File: src/hw/rtl/tpb_pkg.sv
// Shared types and codes for the transmit ping-pong buffer controller.
`default_nettype none

package tpb_pkg;

    typedef enum logic [2:0] {
        REQ_WRITE    = 3'd0,
        REQ_COMPLETE = 3'd1,
        REQ_FAILED   = 3'd2,
        REQ_READ     = 3'd3,
        REQ_CLEAR    = 3'd4
    } req_code_t;

    typedef struct packed {
        logic [2:0] req_type;
        logic [7:0] data_byte;
        logic       last_of_write;
        logic       side;
        logic       want_zlp;
        logic [5:0] offset;
    } req_t;

    typedef struct packed {
        logic       accepted;
        logic       send_valid;
        logic       send_side;
        logic [6:0] send_length;
        logic [7:0] read_data;
    } res_t;

    typedef enum logic [1:0] {
        ST_IDLE,
        ST_EXEC,
        ST_RESP
    } state_t;

    typedef struct packed {
        logic capture;
        logic execute;
    } cmd_t;

endpackage

`default_nettype wire

File: src/hw/rtl/tpb_ram.sv
// Generic single-write, single-read RAM with registered read data.
`default_nettype none

module tpb_ram #(
    parameter int WIDTH = 8,
    parameter int DEPTH = 128
) (
    input  wire logic                     clk,
    input  wire logic                     we,
    input  wire logic [$clog2(DEPTH)-1:0] waddr,
    input  wire logic [WIDTH-1:0]         wdata,
    input  wire logic                     re,
    input  wire logic [$clog2(DEPTH)-1:0] raddr,
    output      logic [WIDTH-1:0]         rdata
);

    logic [WIDTH-1:0] mem_reg [DEPTH];

    always_ff @(posedge clk)
    begin
        if (we)
        begin
            mem_reg[waddr] <= wdata;
        end
        if (re)
        begin
            rdata <= mem_reg[raddr];
        end
    end

endmodule

`default_nettype wire

File: src/hw/rtl/tpb_ctrl.sv
// Control state machine that sequences capture, execution and response of an item.
`default_nettype none

module tpb_ctrl
    import tpb_pkg::*;
(
    input  wire logic clk,
    input  wire logic rst_n,
    input  wire logic start,
    output      logic busy,
    output      logic result_valid,
    output      cmd_t cmd
);

    state_t state_reg;
    state_t state_next;

    always_ff @(posedge clk or negedge rst_n)
    begin
        if (!rst_n)
        begin
            state_reg <= ST_IDLE;
        end
        else
        begin
            state_reg <= state_next;
        end
    end

    always_comb
    begin
        state_next   = state_reg;
        cmd          = '0;
        busy         = 1'b0;
        result_valid = 1'b0;
        unique case (state_reg)
            ST_IDLE:
            begin
                if (start)
                begin
                    cmd.capture = 1'b1;
                    state_next  = ST_EXEC;
                end
            end
            ST_EXEC:
            begin
                busy        = 1'b1;
                cmd.execute = 1'b1;
                state_next  = ST_RESP;
            end
            ST_RESP:
            begin
                result_valid = 1'b1;
                if (start)
                begin
                    cmd.capture = 1'b1;
                    state_next  = ST_EXEC;
                end
                else
                begin
                    state_next = ST_IDLE;
                end
            end
            default:
            begin
                state_next = ST_IDLE;
            end
        endcase
    end

endmodule

`default_nettype wire

File: src/hw/rtl/tpb_datapath.sv
// Buffer state registers, byte store and result register of the ping-pong controller.
`default_nettype none

module tpb_datapath
    import tpb_pkg::*;
#(
    parameter int HALF_BYTES = 64
) (
    input  wire logic clk,
    input  wire logic rst_n,
    input  wire cmd_t cmd,
    input  wire req_t request,
    output      res_t result
);

    localparam int FW  = $clog2(HALF_BYTES + 1);
    localparam int MAW = $clog2(2 * HALF_BYTES);
    localparam int SW  = ((MAW > FW) ? MAW : FW) + ((MAW > 6) ? 1 : 7);
    localparam int LW  = (FW > 7) ? FW : 7;
    localparam logic [SW-1:0] HALF_S = SW'(HALF_BYTES);
    localparam logic [FW-1:0] HALF_F = FW'(HALF_BYTES);

    req_t           req_reg;
    logic [FW-1:0]  fill_reg [2];
    logic [FW-1:0]  fill_next [2];
    logic [1:0]     sending_reg;
    logic [1:0]     sending_next;
    logic           cur_side_reg;
    logic           cur_side_next;
    logic           open_reg;
    logic           open_next;
    logic           wrote_reg;
    logic           wrote_next;
    res_t           res_reg;
    res_t           res_next;
    logic           rd_ok_reg;
    logic           rd_ok_next;

    logic           w;
    logic           o;
    logic           can_take;
    logic           wrote_now;
    logic [FW-1:0]  fill_w_new;
    logic [SW-1:0]  waddr_wide;
    logic [SW-1:0]  raddr_wide;
    logic           ram_we;
    logic           ram_re;
    logic [7:0]     ram_q;
    req_code_t      code;

    tpb_ram #(
        .WIDTH (8),
        .DEPTH (2 * HALF_BYTES)
    ) u_store (
        .clk   (clk),
        .we    (ram_we),
        .waddr (MAW'(waddr_wide)),
        .wdata (req_reg.data_byte),
        .re    (ram_re),
        .raddr (MAW'(raddr_wide)),
        .rdata (ram_q)
    );

    always_ff @(posedge clk)
    begin
        if (cmd.capture)
        begin
            req_reg <= request;
        end
        if (cmd.execute)
        begin
            res_reg   <= res_next;
            rd_ok_reg <= rd_ok_next;
        end
    end

    always_ff @(posedge clk or negedge rst_n)
    begin
        if (!rst_n)
        begin
            fill_reg[0]  <= '0;
            fill_reg[1]  <= '0;
            sending_reg  <= '0;
            cur_side_reg <= 1'b0;
            open_reg     <= 1'b0;
            wrote_reg    <= 1'b0;
        end
        else if (cmd.execute)
        begin
            fill_reg[0]  <= fill_next[0];
            fill_reg[1]  <= fill_next[1];
            sending_reg  <= sending_next;
            cur_side_reg <= cur_side_next;
            open_reg     <= open_next;
            wrote_reg    <= wrote_next;
        end
    end

    always_comb
    begin
        code          = req_code_t'(req_reg.req_type);
        fill_next[0]  = fill_reg[0];
        fill_next[1]  = fill_reg[1];
        sending_next  = sending_reg;
        cur_side_next = cur_side_reg;
        open_next     = open_reg;
        wrote_next    = wrote_reg;
        res_next      = '0;
        rd_ok_next    = 1'b0;
        ram_we        = 1'b0;
        ram_re        = 1'b0;

        // The write half is fixed at the first byte of a write.
        w          = open_reg ? cur_side_reg : sending_reg[0];
        o          = ~req_reg.side;
        can_take   = !sending_reg[w] && (fill_reg[w] < HALF_F);
        wrote_now  = (open_reg && wrote_reg) || can_take;
        fill_w_new = fill_reg[w] + FW'(can_take);
        waddr_wide = (w ? HALF_S : '0) + SW'(fill_reg[w]);
        raddr_wide = (req_reg.side ? HALF_S : '0) + SW'(req_reg.offset);

        unique case (code)
            REQ_WRITE:
            begin
                ram_we            = cmd.execute && can_take;
                res_next.accepted = can_take;
                fill_next[w]      = fill_w_new;
                cur_side_next     = w;
                if (req_reg.last_of_write)
                begin
                    open_next  = 1'b0;
                    wrote_next = 1'b0;
                    if (wrote_now && !sending_reg[w] && fill_reg[~w] == '0
                        && !sending_reg[~w])
                    begin
                        sending_next[w]      = 1'b1;
                        res_next.send_valid  = 1'b1;
                        res_next.send_side   = w;
                        res_next.send_length = 7'(LW'(fill_w_new));
                    end
                end
                else
                begin
                    open_next  = 1'b1;
                    wrote_next = wrote_now;
                end
            end
            REQ_COMPLETE:
            begin
                if (req_reg.want_zlp && fill_reg[o] == '0 && !sending_reg[o])
                begin
                    res_next.send_valid = 1'b1;
                    res_next.send_side  = req_reg.side;
                end
                else
                begin
                    fill_next[req_reg.side]    = '0;
                    sending_next[req_reg.side] = 1'b0;
                    if (fill_reg[o] != '0 && !sending_reg[o])
                    begin
                        sending_next[o]      = 1'b1;
                        res_next.send_valid  = 1'b1;
                        res_next.send_side   = o;
                        res_next.send_length = 7'(LW'(fill_reg[o]));
                    end
                end
            end
            REQ_FAILED:
            begin
                sending_next[req_reg.side] = 1'b0;
            end
            REQ_READ:
            begin
                ram_re     = cmd.execute;
                rd_ok_next = (int'(req_reg.offset) < HALF_BYTES);
            end
            REQ_CLEAR:
            begin
                fill_next[0]  = '0;
                fill_next[1]  = '0;
                sending_next  = '0;
                cur_side_next = 1'b0;
                open_next     = 1'b0;
                wrote_next    = 1'b0;
            end
            default:
            begin
                res_next = '0;
            end
        endcase
    end

    // Read data comes from the RAM output register, forced to zero when the offset lies outside the half.
    always_comb
    begin
        result           = res_reg;
        result.read_data = rd_ok_reg ? ram_q : 8'h00;
    end

endmodule

`default_nettype wire

File: src/hw/rtl/tx_pingpong_buffer_ctrl.sv
// Top level of the transmit ping-pong buffer controller for a bulk endpoint.
// Each item is captured into the request register, then executed into the result register.
// A new item can be started in the respond cycle of the one before it; the execute cycle (one
// read-modify-write of the fill level and one access to the byte store RAM) sets the pace.
// Reset clears fill levels, sending marks and the open write; the byte store is not cleared.
// The receiver cannot stall: the result is valid for exactly one cycle.
`default_nettype none

module tx_pingpong_buffer_ctrl
    import tpb_pkg::*;
#(
    parameter int HALF_BYTES = 64
) (
    input  wire logic clk,
    input  wire logic rst_n,
    input  wire logic start,
    output      logic busy,
    input  wire req_t request,
    output      logic result_valid,
    output      res_t result
);

    // The controller steps each item through capture, execute and respond.
    // An item may be started in the respond cycle of the one before it, so
    // busy is high only during the execute cycle.
    cmd_t cmd;

    tpb_ctrl u_ctrl (
        .clk          (clk),
        .rst_n        (rst_n),
        .start        (start),
        .busy         (busy),
        .result_valid (result_valid),
        .cmd          (cmd)
    );

    // The datapath holds both buffer halves, their fill levels and sending
    // marks, the state of the open write, and the registered result.
    tpb_datapath #(
        .HALF_BYTES (HALF_BYTES)
    ) u_datapath (
        .clk     (clk),
        .rst_n   (rst_n),
        .cmd     (cmd),
        .request (request),
        .result  (result)
    );

endmodule

`default_nettype wire
File: config.mk
export PLATFORM = sky130hd
export DESIGN_NAME = tx_pingpong_buffer_ctrl
export DESIGN_NICKNAME = d
export VERILOG_FILES = /design/src/hw/rtl/tpb_pkg.sv /design/src/hw/rtl/tpb_ram.sv /design/src/hw/rtl/tpb_ctrl.sv /design/src/hw/rtl/tpb_datapath.sv /design/src/hw/rtl/tx_pingpong_buffer_ctrl.sv
export SDC_FILE = /design/constraint.sdc
export NUM_CORES = 1
export LEC_CHECK = 0
export BUFFER_PORTS_ARGS = -buffer_cell sky130_fd_sc_hd__buf_2
export CORE_UTILIZATION = 40
export CTS_CLUSTER_SIZE = 14
export DETAILED_ROUTE_END_ITERATION = 12
export GPL_TIMING_DRIVEN = 0
export MAX_ROUTING_LAYER = met4
export PLACE_DENSITY = 0.54
export SLEW_MARGIN = 20
export SYNTH_ARGS = -nofsm -noshare
export SYNTH_HDL_FRONTEND = slang
export SYNTH_SLANG_ARGS = --single-unit
File: constraint.sdc
create_clock -name clk -period 2.84 [get_ports clk]
set_input_delay 0 -clock clk [delete_from_list [all_inputs] [get_ports clk]]
set_output_delay 0 -clock clk [all_outputs]
set_load 0.01 [all_outputs]
==> flow_summary.ini <==
[route]
via_count = 21900
initialDrtViolationCount = 2485
antenna_left = 0
drc = 0
dr.pass1.iters = 5
drt_wl_total_mm = 112
wl_per_cell_um = 29.5
vias_per_cell = 5.75

[sta]
clock.fmax_ghz = 0.355
tightest_slew_ns = 0.885
maxSlewViolCount = 0
hold_violations = 0
setup_viol = 0
setup_tns_ns = 0
holdWs_ns = 0.0364
period_minus_slack_ns = 2.82
relSlewSlack_pct = 40.9
grt_setup_unrepaired = true
finalCritPeriodShare_pct = 99.2
skew_ns = 0.0180

[place]
io_buffers = 42
place_congestion = 0.903
dpl.hpwl_mm = 76.5

[clock_network]
cts_root_buffer = clkbuf_16
cts_tree = done
cts_buffers = 114
clock_sinks = 1084
clock_path_buffers = 3
path_clk_slew_ns = 0.06
insertion_delay_ns = 0.70
h-tree-depth = 3

[power_and_ir_drop]
leakage_uw = 0.0161
ir_drop_v = 0.000582
power_density_nw_per_um2 = 674

[global_routing]
grt_usage_pct = 21.8
antenna_found_initial = 3
overflow = 0
grt_pass1_vias = 22100
grt_pass1_wl_mm = 160
grt_max_degree = 27

[worst_setup_path]
rr_worst_depth = 7
reg2reg_from = u_datapath.open_reg$_DFFE_PN0P_
rrSetupSlack_ns = 0.02
setup.worst_path.end = u_datapath.u_store.mem_reg[4][3]$_DFFE_PP_
critPathMaxFanout = 10
cp.required_ns = 3.17
r2r_end = u_datapath.u_store.mem_reg[4][3]$_DFFE_PP_
start_kind = flop
crit_start = u_datapath.open_reg$_DFFE_PN0P_
path_class = flop to flop
worstPathArrival_ns = 3.15
worstSetupEndpointType = flop

[outcome]
run_status = completed

[flow_run]
cap_viol_max_count = 0

[logic_synthesis]
synth-xor-area-share_pct = 0.167
avgSynthCellArea_um2 = 20.9
synthesis.area_um2 = 42000
syn_nets = 2030
synthCells = 2006
seq_area_frac_synth_pct = 77.3
synth-async-reset-ratio_pct = 1.94
synth_cell_types = 59
synth-simple-area-share_pct = 3.45
synth_edf_count = 1063
synth-adder-area-share_pct = 0.0298
ys_seq_elements = 1084
synth_flop_cell = edfxtp_1
yosys_warnings = 0
synthMuxAreaShare_pct = 14.2
synth_top_family_by_area = multiplexers
synth_compound_area_share_pct = 3.18

[cells_and_area]
n_antenna_cell = 0
layout.area.seq_um2 = 32400
syn_to_final_growth_pct = 22.6
num-fill-cells = 8217
nNetsFinal = 2353
largest_reg_flops = 1024
drive_above_1_share_pct = 36.3
utilization_pct = 49.6
multi_input_area_um2 = 10200

[die]
fp.coreArea_um2 = 104000
die_w_um = 326
dieArea_um2 = 106000
std_cell_rows = 118
dieHeight_um = 326
initial_core_util_pct = 40.4
ios = 43

[hold_path]
hp-class = primary input to flop
## how the worst min path moves through the flow
stage / startpoint / endpoint / slack (ns) / depth (start not counted)
3_5_place_dp: rst_n / u_ctrl.state_reg[0]$_DFFE_PN0P_ / 0.007 / 1
6_report: request[15] / u_datapath.req_reg[15]$_DFFE_PP_ / 0.04 / 2
3_3_place_gp: rst_n / u_ctrl.state_reg[1]$_DFFE_PN0P_ / 0.002 / 1
5_1_grt: request[13] / u_datapath.req_reg[13]$_DFFE_PP_ / 0.008 / 2
4_1_cts: request[15] / u_datapath.req_reg[15]$_DFFE_PP_ / 0.003 / 2
2_1_floorplan: rst_n / async pin / -0.30 / 0
## synthesized netlist by cell type, types with 4 or more instances
cell / instances / share of area (%)
buf_4: 22 / 0.39
mux4_2: 256 / 14
dfrtp_1: 21 / 1.3
buf_2: 32 / 0.38
o2bb2ai_1: 4 / 0.083
a21oi_1: 10 / 0.12
nand2_1: 53 / 0.47
nor2_1: 150 / 1.3
nand3b_1: 11 / 0.20
buf_1: 5 / 0.045
edfxtp_1: 1063 / 76
nand3_1: 15 / 0.18
inv_1: 10 / 0.089
and2_1: 13 / 0.19
o22ai_1: 149 / 2.2
a22o_1: 9 / 0.19
o31ai_1: 6 / 0.11
nand2b_1: 5 / 0.075
mux2i_1: 13 / 0.31
or3_1: 6 / 0.089
nand2_2: 5 / 0.075
clkbuf_1: 43 / 0.38
buf_6: 12 / 0.32
o21ai_0: 7 / 0.083
nor4_1: 33 / 0.49
xor2_1: 6 / 0.13
## cells in the final DEF (no fill, tap or decap), types with 12 or more instances in the layout
master         instances
and2_1                13
buf_12                42
buf_16                12
buf_2                 68
buf_4                 54
buf_6                 21
buf_8                 37
clkbuf_1              48
clkbuf_16            118
clkbuf_2              20
clkinv_1              34
clkinv_2              18
dfrtp_1               21
dlygate4sd3_1         40
edfxtp_1            1063
mux2i_1               13
mux4_2               256
nand2_1               32
nand2_2               14
nand3_1               15
nor2_1                21
nor2_4               121
nor4_1                21
o22ai_1              122
o22ai_2               26
## where the power goes
part | internal, uW | total, uW | leakage (uW) | switching (uW)
Combinational | 922 | 2460 | 0.00444 | 1540
Clock | 8420 | 14500 | 0.00178 | 6080
Sequential | 17600 | 17700 | 0.00985 | 99.7
## stage by stage
stage | area (um2) | std cells | power [uW] | worst slack, ns
4_1_cts | 50700 | 3771 | 34900 | -0.0493
6_report | 51400 | 3806 | 34700 | 0.0228
5_1_grt | 51400 | 3806 | 35600 | -0.0605
3_5_place_dp | 44800 | 3479 | 20300 | -0.875
2_1_floorplan | 42000 | 2006 | 19300 | 0.455
3_3_place_gp | 43900 | 3428 | 20100 | -1.69
## final cells by class
cell class | count | area share [%]
Sequential cell | 1084 | 63.1
Timing Repair Buffer | 208 | 5.05
Multi-Input combinational cell | 795 | 19.9
Buffer | 114 | 1.47
Inverter | 12 | 0.0876
Clock buffer | 143 | 5.88
Clock inverter | 70 | 1.19
Tap cell | 1380 | 3.36
## routing by layer
metal  vias to the layer above  routed length, um  part of all wire (%)  GRT usage [%]
met5                         -                  0                     0              -
met4                         0               3580                   3.2           7.01
met3                       187               7390                   6.6           3.57
met2                       851              54800                    49           34.0
met1                     11700              46700                    42           29.3
li1                       9107                  -                     -              -
## worst max-delay path: stages (launching register included)
cell,delay [ns]
dfrtp_1,0.37
buf_6,0.14
mux2i_4,0.21
buf_4,0.22
buf_4,0.20
o31ai_4,0.42
nand2_1,0.37
nor2_2,0.52
## kinds of logic (layout without fill, tap and decap cells)
kind of cell / after synthesis / in the layout
simple gates: 310 / 310
mux: 273 / 273
flops: 1084 / 1084
xor+xnor: 8 / 8
buf+inv: 127 / 547
compound gates: 203 / 203
fa+ha+maj: 1 / 1
## timing repair
action | 4_1_cts | 5_1_grt
hold endpoints to repair | 62 | 21
hold buffers | 40 | 1
gates resized for setup | 354 | 36
buffers inserted | 40 | 33
setup endpoints to repair | 1032 | 506
cloned | 0 | 1
pin swaps | 32 | 29
(Power assumes the default switching activity.)
